<file path="config.mk">
export PLATFORM = sky130hd
export DESIGN_NAME = sound_log_command_encoder
export DESIGN_NICKNAME = d
export VERILOG_FILES = /design/src/rtl/slce_pkg.sv /design/src/rtl/slce_encode.sv /design/src/rtl/slce_serializer.sv /design/src/rtl/sound_log_command_encoder.sv
export SDC_FILE = /design/constraint.sdc
export NUM_CORES = 1
export LEC_CHECK = 0
export BUFFER_PORTS_ARGS = -buffer_cell sky130_fd_sc_hd__buf_2
export CAP_MARGIN = 20
export CORE_UTILIZATION = 45
export DETAILED_ROUTE_END_ITERATION = 12
export PLACE_DENSITY_LB_ADDON = 0.05
export SLEW_MARGIN = 20
export SYNTH_ARGS = -nofsm -noshare
export SYNTH_HDL_FRONTEND = slang
export SYNTH_SLANG_ARGS = --single-unit
export TNS_END_PERCENT = 1
</file>
<file path="constraint.sdc">
create_clock -name clk -period 5.3 [get_ports clk]
set_clock_uncertainty 0.2 [all_clocks]
set_input_delay 0 -clock clk [delete_from_list [all_inputs] [get_ports clk]]
set_output_delay 0 -clock clk [all_outputs]
set_load 0.03 [all_outputs]
</file>
<file path="src/rtl/slce_pkg.sv">
// Types and constants shared by the sound-log command encoder.
`default_nettype none
package slce_pkg;

	// Input command codes
	localparam logic [2:0] OP_START  = 3'd0;
	localparam logic [2:0] OP_TICK   = 3'd1;
	localparam logic [2:0] OP_PSG    = 3'd2;
	localparam logic [2:0] OP_STEREO = 3'd3;
	localparam logic [2:0] OP_FM     = 3'd4;
	localparam logic [2:0] OP_STOP   = 3'd5;

	// Stream command bytes
	localparam logic [7:0] CMD_END       = 8'h66;
	localparam logic [7:0] CMD_PSG       = 8'h50;
	localparam logic [7:0] CMD_STEREO    = 8'h4F;
	localparam logic [7:0] CMD_FM        = 8'h51;
	localparam logic [7:0] CMD_WAIT      = 8'h61;
	localparam logic [7:0] CMD_WAIT_NTSC = 8'h62;
	localparam logic [7:0] CMD_WAIT_PAL  = 8'h63;
	localparam logic [7:0] CMD_WAIT_SHORT = 8'h70;

	localparam logic [15:0] WAIT_NTSC  = 16'd735;
	localparam logic [15:0] WAIT_PAL   = 16'd882;
	localparam logic [15:0] WAIT_SHORT_MAX = 16'd16;

	localparam logic [7:0] FM_PORT_ADDR = 8'hF0;
	localparam logic [7:0] FM_PORT_DATA = 8'hF1;

	// Configuration register addresses
	localparam int unsigned PADDR_W = 3;
	localparam logic [PADDR_W-1:0] REG_FM_PRESENT = 3'd0;

	localparam int unsigned MAX_BYTES = 6;

	typedef struct packed {
		logic [2:0]  command;
		logic [7:0]  port;
		logic [7:0]  data_byte;
		logic [15:0] tick_samples;
	} in_beat_t;

	typedef struct packed {
		logic [7:0]  out_byte;
		logic        last_of_run;
		logic        stream_done;
		logic [31:0] total_samples;
	} out_beat_t;

	// Bytes caused by one item; bytes[0] goes out first
	typedef struct packed {
		logic [MAX_BYTES-1:0][7:0] bytes;
		logic [2:0]                cnt;
		logic                      done;
		logic [31:0]               total;
	} res_t;

endpackage
`default_nettype wire

</file>
<file path="src/rtl/slce_encode.sv">
// Encoder state and per-item byte generation.
`default_nettype none
module slce_encode (
	input  wire logic              clk,
	input  wire logic              arst_n,
	input  wire slce_pkg::in_beat_t item,
	input  wire logic              take,
	input  wire logic              fm_present,
	output slce_pkg::res_t         res
);

	logic        rec_q, rec_d;
	logic [15:0] pend_q, pend_d;
	logic [31:0] total_q, total_d;
	logic [7:0]  latch_q, latch_d;

	logic [16:0] sum;
	logic [2:0][7:0] f;
	logic [1:0]  fl, fl_use;
	logic [2:0][7:0] t;
	logic [1:0]  tn;
	logic        flush_en;
	logic        done;

	// Wait flush encoding of the pending count
	always_comb begin
		f  = '0;
		fl = 2'd0;
		if (pend_q == 16'd0) begin
			fl = 2'd0;
		end else if (pend_q == slce_pkg::WAIT_NTSC) begin
			f[0] = slce_pkg::CMD_WAIT_NTSC;
			fl   = 2'd1;
		end else if (pend_q == slce_pkg::WAIT_PAL) begin
			f[0] = slce_pkg::CMD_WAIT_PAL;
			fl   = 2'd1;
		end else if (pend_q <= slce_pkg::WAIT_SHORT_MAX) begin
			f[0] = slce_pkg::CMD_WAIT_SHORT + (pend_q[7:0] - 8'd1);
			fl   = 2'd1;
		end else begin
			f[0] = slce_pkg::CMD_WAIT;
			f[1] = pend_q[7:0];
			f[2] = pend_q[15:8];
			fl   = 2'd3;
		end
	end

	always_comb begin
		sum      = {1'b0, pend_q} + {1'b0, item.tick_samples};
		t        = '0;
		tn       = 2'd0;
		flush_en = 1'b0;
		done     = 1'b0;
		rec_d    = rec_q;
		pend_d   = pend_q;
		total_d  = total_q;
		latch_d  = latch_q;
		case (item.command)
			slce_pkg::OP_START: begin
				if (rec_q) begin
					flush_en = 1'b1;
					t[0]     = slce_pkg::CMD_END;
					tn       = 2'd1;
					done     = 1'b1;
				end
				rec_d   = 1'b1;
				pend_d  = '0;
				total_d = '0;
				latch_d = '0;
			end
			slce_pkg::OP_TICK: begin
				if (rec_q) begin
					total_d = total_q + {16'd0, item.tick_samples};
					if (sum[16]) begin
						// carry past the 16-bit limit: emit a full wait, keep the rest
						t[0]   = slce_pkg::CMD_WAIT;
						t[1]   = 8'hFF;
						t[2]   = 8'hFF;
						tn     = 2'd3;
						pend_d = sum[15:0] + 16'd1;
					end else begin
						pend_d = sum[15:0];
					end
				end
			end
			slce_pkg::OP_PSG, slce_pkg::OP_STEREO: begin
				if (rec_q) begin
					flush_en = 1'b1;
					pend_d   = '0;
					t[0]     = (item.command == slce_pkg::OP_PSG) ?
						slce_pkg::CMD_PSG : slce_pkg::CMD_STEREO;
					t[1]     = item.data_byte;
					tn       = 2'd2;
				end
			end
			slce_pkg::OP_FM: begin
				if (rec_q && fm_present) begin
					flush_en = 1'b1;
					pend_d   = '0;
					if (item.port == slce_pkg::FM_PORT_ADDR) begin
						latch_d = item.data_byte;
					end else if (item.port == slce_pkg::FM_PORT_DATA) begin
						t[0] = slce_pkg::CMD_FM;
						t[1] = latch_q;
						t[2] = item.data_byte;
						tn   = 2'd3;
					end
				end
			end
			slce_pkg::OP_STOP: begin
				if (rec_q) begin
					flush_en = 1'b1;
					pend_d   = '0;
					t[0]     = slce_pkg::CMD_END;
					tn       = 2'd1;
					done     = 1'b1;
					rec_d    = 1'b0;
				end
			end
			default: begin
			end
		endcase
	end

	// Place the flush bytes ahead of the command bytes
	always_comb begin
		fl_use    = flush_en ? fl : 2'd0;
		res.bytes = '0;
		case (fl_use)
			2'd1: begin
				res.bytes[0] = f[0];
				res.bytes[1] = t[0];
				res.bytes[2] = t[1];
				res.bytes[3] = t[2];
			end
			2'd3: begin
				res.bytes[0] = f[0];
				res.bytes[1] = f[1];
				res.bytes[2] = f[2];
				res.bytes[3] = t[0];
				res.bytes[4] = t[1];
				res.bytes[5] = t[2];
			end
			default: begin
				res.bytes[0] = t[0];
				res.bytes[1] = t[1];
				res.bytes[2] = t[2];
			end
		endcase
		res.cnt   = {1'b0, fl_use} + {1'b0, tn};
		res.done  = done;
		res.total = total_q;
	end

	always_ff @(posedge clk or negedge arst_n) begin
		if (!arst_n) begin
			rec_q   <= 1'b0;
			pend_q  <= '0;
			total_q <= '0;
			latch_q <= '0;
		end else if (take) begin
			rec_q   <= rec_d;
			pend_q  <= pend_d;
			total_q <= total_d;
			latch_q <= latch_d;
		end
	end

endmodule
`default_nettype wire

</file>
<file path="src/rtl/slce_serializer.sv">
// Result buffer that sends the bytes of one item one beat at a time.
`default_nettype none
module slce_serializer (
	input  wire logic               clk,
	input  wire logic               arst_n,
	input  wire logic               load,
	input  wire slce_pkg::res_t     res,
	output logic                    free,
	output logic                    out_valid,
	input  wire logic               out_ready,
	output slce_pkg::out_beat_t     out_beat
);

	logic [slce_pkg::MAX_BYTES-1:0][7:0] buf_q;
	logic [2:0]  cnt_q;
	logic        done_q;
	logic [31:0] total_q;
	logic        last;

	assign out_valid = (cnt_q != 3'd0);
	assign last      = (cnt_q == 3'd1);
	assign free      = !out_valid || (last && out_ready);

	always_comb begin
		out_beat.out_byte      = buf_q[0];
		out_beat.last_of_run   = last;
		out_beat.stream_done   = last && done_q;
		out_beat.total_samples = (last && done_q) ? total_q : 32'd0;
	end

	always_ff @(posedge clk or negedge arst_n) begin
		if (!arst_n) begin
			cnt_q <= '0;
		end else if (load) begin
			cnt_q <= res.cnt;
		end else if (out_valid && out_ready) begin
			cnt_q <= cnt_q - 3'd1;
		end
	end

	always_ff @(posedge clk) begin
		if (load) begin
			buf_q   <= res.bytes;
			done_q  <= res.done;
			total_q <= res.total;
		end else if (out_valid && out_ready) begin
			buf_q <= {8'h00, buf_q[slce_pkg::MAX_BYTES-1:1]};
		end
	end

endmodule
`default_nettype wire

</file>
<file path="src/rtl/sound_log_command_encoder.sv">
// Top level of the sound-log command encoder.
//
// Usage:
//  - cmd channel (cmd_valid/cmd_ready/cmd): one beat per sound-chip event or
//    time tick. Ticks add to a pending wait; register writes and stop flush
//    that wait as a wait command ahead of their own bytes.
//  - stream channel (stream_valid/stream_ready/stream): one command byte per
//    beat. last_of_run marks the final byte caused by a cmd beat; stream_done
//    and total_samples mark the end-of-data byte.
//  - APB port: register 0 (fm_chip_present) at address 0; pready is always 1.
// Path: a cmd beat lands in the input register, is encoded into the byte
// buffer once that buffer is free, and its first byte is then valid on
// stream. Beats that cause no byte leave nothing on stream.
// Throughput: one cmd beat per cycle while each causes at most one byte and
// stream is not stalled; a beat causing more bytes (up to six) holds the
// byte buffer until its last byte is sent, one byte per stream beat.
// Reset: clears recording state, pending wait, sample total, register latch,
// fm_chip_present and both buffers. When stream stalls, hold the byte buffer;
// the input register still takes one more cmd beat before cmd_ready drops.
`default_nettype none
module sound_log_command_encoder (
	input  wire logic                              clk,
	input  wire logic                              arst_n,
	// command beats
	input  wire logic                              cmd_valid,
	output logic                                   cmd_ready,
	input  wire slce_pkg::in_beat_t                cmd,
	// byte stream beats
	output logic                                   stream_valid,
	input  wire logic                              stream_ready,
	output slce_pkg::out_beat_t                    stream,
	// configuration
	input  wire logic                              psel,
	input  wire logic                              penable,
	input  wire logic                              pwrite,
	input  wire logic [slce_pkg::PADDR_W-1:0]      paddr,
	input  wire logic [31:0]                       pwdata,
	output logic [31:0]                            prdata,
	output logic                                   pready
);

	slce_pkg::in_beat_t s1_beat_s1;
	logic               s1_valid_q;
	logic               fm_present_q;
	logic               buf_free;
	logic               s1_move;
	slce_pkg::res_t     res;

	// APB register: written on the access phase
	assign pready = 1'b1;

	always_ff @(posedge clk or negedge arst_n) begin
		if (!arst_n) begin
			fm_present_q <= 1'b0;
		end else if (psel && penable && pwrite && pready
				&& paddr == slce_pkg::REG_FM_PRESENT) begin
			fm_present_q <= pwdata[0];
		end
	end

	assign prdata = (paddr == slce_pkg::REG_FM_PRESENT) ? {31'd0, fm_present_q} : 32'd0;

	// Input register: advance into the encoder whenever the byte buffer frees up
	assign s1_move   = s1_valid_q && buf_free;
	assign cmd_ready = !s1_valid_q || s1_move;

	always_ff @(posedge clk or negedge arst_n) begin
		if (!arst_n) begin
			s1_valid_q <= 1'b0;
		end else if (cmd_ready) begin
			s1_valid_q <= cmd_valid;
		end
	end

	always_ff @(posedge clk) begin
		if (cmd_valid && cmd_ready) begin
			s1_beat_s1 <= cmd;
		end
	end

	// Encode against the current state; state advances as the beat moves on
	slce_encode u_encode (
		.clk        (clk),
		.arst_n     (arst_n),
		.item       (s1_beat_s1),
		.take       (s1_move),
		.fm_present (fm_present_q),
		.res        (res)
	);

	// Byte buffer: drop zero-byte results, send the rest one beat at a time
	slce_serializer u_serializer (
		.clk       (clk),
		.arst_n    (arst_n),
		.load      (s1_move),
		.res       (res),
		.free      (buf_free),
		.out_valid (stream_valid),
		.out_ready (stream_ready),
		.out_beat  (stream)
	);

	// End-of-data beat is always the 0x66 byte and closes its run
	a_done_is_end: assert property (@(posedge clk) disable iff (!arst_n)
		stream_valid && stream.stream_done |->
			stream.out_byte == slce_pkg::CMD_END && stream.last_of_run)
		else $error("stream_done on a byte other than the end command");

	// Total is only carried on the end-of-data beat
	a_total_zero: assert property (@(posedge clk) disable iff (!arst_n)
		stream_valid && !stream.stream_done |-> stream.total_samples == 32'd0)
		else $error("total_samples nonzero outside end-of-data beat");

	// Backpressure on cmd only while the input register holds a stalled beat
	a_ready_cause: assert property (@(posedge clk) disable iff (!arst_n)
		!cmd_ready |-> s1_valid_q && stream_valid)
		else $error("cmd_ready low without a stalled beat");

	// A stalled byte buffer keeps the input register from moving
	a_hold_on_stall: assert property (@(posedge clk) disable iff (!arst_n)
		stream_valid && !stream_ready |-> !s1_move)
		else $error("encoder advanced while stream stalled");

endmodule
`default_nettype wire
</file>
After elaboration in Yosys (flattened, before gate mapping). Index checks and enable logic that the tools add are counted.

Word-level logic and storage cells: 127. Output and inout bits: 77. Bits of input ports: 77. Register bits after elaboration: 178.

Add/subtract/negate cells: 7. Equality and inequality tests: 16. Magnitude comparators: 1. Muxes and demuxes: 54. Reduce and logical (&&, ||, !) cells: 30.

Operator list (count): 16-bit two-way mux (9); 24-bit two-way mux (6); 48-bit two-way mux (2); 32-bit two-way mux (2); 16-bit one-hot mux with 4 select lines (1); 32-bit one-hot mux with 2 select lines (1); 24-bit one-hot mux with 2 select lines (1); 8-bit one-hot mux with 2 select lines (3); 8-bit two-way mux (5); 32-bit by 16-bit adder with 32-bit output (1); 16-bit by 10-bit == test with 1-bit output (second input constant) (2); 8-bit one-hot mux with 4 select lines (1); 8-bit one-hot mux with 3 select lines (1); 2-bit two-way mux (11); 16-bit by 16-bit adder with 17-bit output (1); 16-bit by 1-bit adder with 16-bit output (second input constant) (1); 8-bit == test (second input constant) (2); 16-bit by 5-bit less-or-equal comparator with 1-bit output (second input constant) (1); 16-bit logical NOT (1); 1-bit logical AND (9); 7-bit by 8-bit adder with 8-bit output (first input constant) (1); 2-bit by 1-bit != test with 1-bit output (second input constant) (4); 2-bit one-hot mux with 4 select lines (1); 2-bit nonzero test (4); other kinds (25) (37).

Depth between registers and ports, before layout.
Depth after elaboration: 9. Depth in mapped cells: 13. Mapped depth without buffers: 11.

Hierarchy. Synthesis repeated with hierarchy kept, for this count alone.

Cell total of the unflattened synthesis: 991. Area, all modules: 10508.8 µm².

By module, submodules not included: slce_encode (cells an instance 703, area an instance 5511.5 µm², sequential area each 1426.4 µm², times used 1); slce_serializer (cells an instance 209, area an instance 3588.4 µm², sequential area each 2507.4 µm², times used 1); sound_log_command_encoder (cells an instance 79, area an instance 1408.9 µm², sequential area each 1101.1 µm², times used 1).

Worst setup path before layout. Ideal clock, no wire load.

Path kind: flip-flop to flip-flop. Start: reg u_encode.pend_q[0]. End: reg u_serializer.cnt_q[1]. Path buffers: 2. Stages on the path, launching flop included: 14. Period minus slack after synthesis: 3.663 ns. Path slack: 1.637 ns. Library setup time: 0.092 ns. Data required time: 5.008 ns. Arrival time: 3.372 ns. Cell sequence: dfrtp_1 ha_1 fa_1 a211oi_1 o21ai_2 nand4_1 a211oi_2 buf_2 buf_2 or3_1 ha_1 inv_1 fa_1 a21oi_1.

Cells in the longest elaborated chain, start to end: 8. Elaborated cells on any way between the ends: 15. Classes of those cells: add/sub (2); order compare (1); eq/ne (2); mux (9); reduce/logical (1).

RTL lines: start: declaration (line slce_encode.sv:13) `logic [15:0] pend_q, pend_d;`; start signal: assignment (line slce_encode.sv:163) `pend_q <= pend_d;`; 16-bit by 5-bit less-or-equal comparator with 1-bit output (line slce_encode.sv:37) `end else if (pend_q <= slce_pkg::WAIT_SHORT_MAX) begin`; 2-bit two-way mux (line slce_encode.sv:37); 2-bit two-way mux (line slce_encode.sv:34) `end else if (pend_q == slce_pkg::WAIT_PAL) begin`; 2-bit two-way mux (line slce_encode.sv:31) `end else if (pend_q == slce_pkg::WAIT_NTSC) begin`; 2-bit two-way mux (line slce_encode.sv:29) `if (pend_q == 16'd0) begin`; 2-bit two-way mux (line slce_encode.sv:127) `fl_use = flush_en ? fl : 2'd0;`; 2-bit by 2-bit adder with 3-bit output * (line slce_encode.sv:150) `res.cnt = {1'b0, fl_use} + {1'b0, tn};`; 3-bit two-way mux * (line slce_serializer.sv:34) `end else if (load) begin`; end signal: assignment (line slce_serializer.sv:35) `cnt_q <= res.cnt;`; end signal: assignment (line slce_serializer.sv:37) `cnt_q <= cnt_q - 3'd1;`; end: declaration (line slce_serializer.sv:15) `logic [2:0] cnt_q;`.

Every way passes the cells marked *; elsewhere a longest branch is shown, timed or not. A chain may end at the register's enable or synchronous reset.

Worst setup path in the final report.
Start: reg u_encode.pend_q[4]. End: reg u_serializer.cnt_q[1].

The elaborated chain is that of the path after synthesis.

==> qor.csv <==
metric,value,unit
cts_inserted_buffers,17,
drc_errors,0,
clk_latency,0.43,ns
start_kind,flop,
clockBufferDepth,2,
track_usage,21.6,%
rr_startpoint,u_encode.pend_q[4],
end_kind,flop,
synth_area,0.0104,mm²
die_w,154,µm
synth_edf_count,116,
portBuffers,90,
r2r-end,u_serializer.cnt_q[1],
cts_tree,built,
crit_path_max_fanout,23,
synthDistinctLibCells,80,
grt_pass1_wl,39.9,mm
grt_setup_unrepaired,no,
finalHoldViolations,0,
post_drt_wl_per_cell,17.6,µm
setup-tns-final,0,ns
ys_warn_count,0,
crit_type,reg2reg,
wirelength,25.1,mm
core,0.0226,mm²
n_antenna_cell,0,
n_fill_cell,2055,
grt_pass1_vias,7274,
critPathRequiredTime,5.40,ns
grt_max_degree,71,
period_share,78.6,%
power.density,653,mW/mm²
r2r_cells,10,
arrival,4.27,ns
via_count,7940,
dieHeight,154,µm
fin_util,52.5,%
io-pin-count,154,
p_leak,5.14,nW
worst_hold_path.endpoint,s1_beat_s1[7],
ys_seq_area_share,48.5,%
timing.fmax,0.240,GHz
syn_to_final_growth,14.6,%
htree_levels,4,
hpwl,17.5,mm
setup_slack,1.14,ns
grt-ovfl-total,0,
ys_ff_latch,178,
relSlewSlack,33.3,%
netlist_instances,1027,
root_buffer,clkbuf_16,
dpl_worst_slack,1.17,ns
async_reset_ff_share,34.8,%
finalCriticalPeriod,4.16,ns
initial_core_util,45.8,%
status,completed,
vdd_drop_max,0.000404,V
slew_violations,0,
cts_resized,0,
vias_per_cell,5.57,
syn_avg_cell_area,10.1,µm²
reg2reg_slack,1.14,ns
die-area,0.0237,mm²
clock-sinks,178,
worstHoldPathType,in2reg,
drv_cap,0,
place.gp.congestion,0.862,
antenna_left,0,
clkTransAtPathRegs,0.07,ns
synthFlopType,edfxtp_1,
setup_viol,0,
first_iter_violations,624,
firstDrtPassIters,7,
p_total,7.76,mW
std_cell_rows,55,
drive_gt1_share,13.9,%
tightestPinTransition,0.997,ns
antenna_found_initial,0,
layout.nets,1248,
min_path_cells,2,
holdCritStartpoint,cmd[7],
-- worst max-delay path by stage --
stage	start	to	slack, ns
final	u_encode.pend_q[4]	u_serializer.cnt_q[1]	1.14
after global routing	u_encode.pend_q[4]	u_serializer.cnt_q[1]	0.88
after CTS	u_encode.pend_q[4]	u_serializer.cnt_q[1]	1.17
after detailed placement	u_encode.pend_q[4]	u_serializer.cnt_q[1]	1.17
after global placement	u_encode.pend_q[4]	u_serializer.cnt_q[1]	1.20
after floorplan	u_encode.pend_q[0]	u_serializer.cnt_q[1]	1.64
-- metrics by stage --
stage	hold WS, ns	cells	cell area, µm²
after global placement	-0.0237	1352	10900
after floorplan	-0.496	1057	10500
final	0.0759	1425	11900
after global routing	0.0671	1425	11900
after detailed placement	-0.0219	1352	10900
after CTS	0.0639	1425	11900
-- cell families (layout without fill, tap and decap cells) --
family,after synthesis,after routing,synth area share (%)
xor+xnor,48,48,4.05
buf+inv,113,196,5.74
simple gates,351,351,16.5
flops,178,178,48.5
other cells,2,32,0.0724
mux,20,20,1.99
fa+ha+maj,44,44,5.52
compound gates,271,271,17.6
-- flip-flops by register name, indices dropped and copies added, names as in the netlist --
signal,cells
fm_present_q,1
s1_beat_s1,35
s1_valid_q,1
u_encode.latch_q,8
u_encode.pend_q,16
u_encode.rec_q,1
u_encode.total_q,32
u_serializer.buf_q,40
u_serializer.cnt_q,3
u_serializer.done_q,1
u_serializer.out_beat,8
u_serializer.total_q,32
-- critical path, stage by stage, from the launching register on --
cell      delay, ns
dfrtp_1        0.57
ha_1           0.52
o21ai_0        0.22
o21ai_2        0.35
nand4_1        0.31
a211oi_4       0.92
or3_1          0.23
ha_1           0.14
inv_1          0.05
fa_1           0.47
a21oi_1        0.06
-- layout make-up --
type,count,area [µm²],share of cell area [%]
clock buffers,19,443,3.73
clock inverters,13,149,1.25
inverters,24,90.1,0.758
multi-input cells,766,4890,41.1
flip-flops and latches,178,5030,42.3
well taps,285,357,3.00
repair buffers,140,928,7.81
-- layer usage --
layer,up-vias,wire length [µm],global-route usage [%]
met5,-,0,0
met2,181,11400,33.4
met1,3813,12500,31.8
met3,24,801,3.02
li1,3922,-,-
met4,0,325,5.33
-- power by group --
part	switching [mW]	internal, mW	leakage, nW	total, mW
logic	2.55	1.34	2.88	3.89
registers	0.378	2.21	1.97	2.59
clock network	0.567	0.717	0.287	1.28
-- layout by cell type, fill, tap and decap left out, types with 9 or more instances in the layout --
master         netlist  layout
edfxtp_1           116     116
a211oi_1            21      21
ha_1                41      41
o21ai_0             82      82
and3_1              48      48
inv_1               23      23
nand3_1             31      30
clkbuf_16            0      17
xnor2_1             23      23
dlygate4sd3_1        0      41
a21oi_1             51      51
mux2i_1             15      15
buf_2                7      90
dfrtp_1             62      62
nor2_1              61      61
o211ai_1             9       9
conb_1               2      32
nand4_1             14      14
a22o_1              18      18
a21o_1              20      20
xor2_1              25      25
nand2_1            127     126
nor3_1              16      16
buf_4               41       9
-- repair_timing --
| item | 4_1_cts | 5_1_grt |
|---|---|---|
| hold buffers | 41 | 0 |
| buffers inserted | 0 | 0 |
| endpoints found under the hold margin | 102 | 0 |
-- cells in the mapped netlist (8+ instances only) --
library cell	count	area (µm²)
a21o_1	20	150
nor3_1	16	80.1
buf_4	41	308
xnor2_1	23	201
and2_1	9	56.3
dfrtp_1	62	1550
a21oi_1	51	255
and3_1	48	300
ha_1	41	513
mux2i_1	15	150
a22o_1	18	158
nand4_1	14	87.6
a211oi_1	21	158
inv_1	23	86.3
xor2_1	25	219
nand3_1	31	155
nand2b_1	8	50.1
o21ai_0	82	410
nand2_1	127	477
clkbuf_1	38	143
nor2_1	61	229
edfxtp_1	116	3480
o211ai_1	9	67.6
Note: power is estimated with default switching activity, not from simulation.
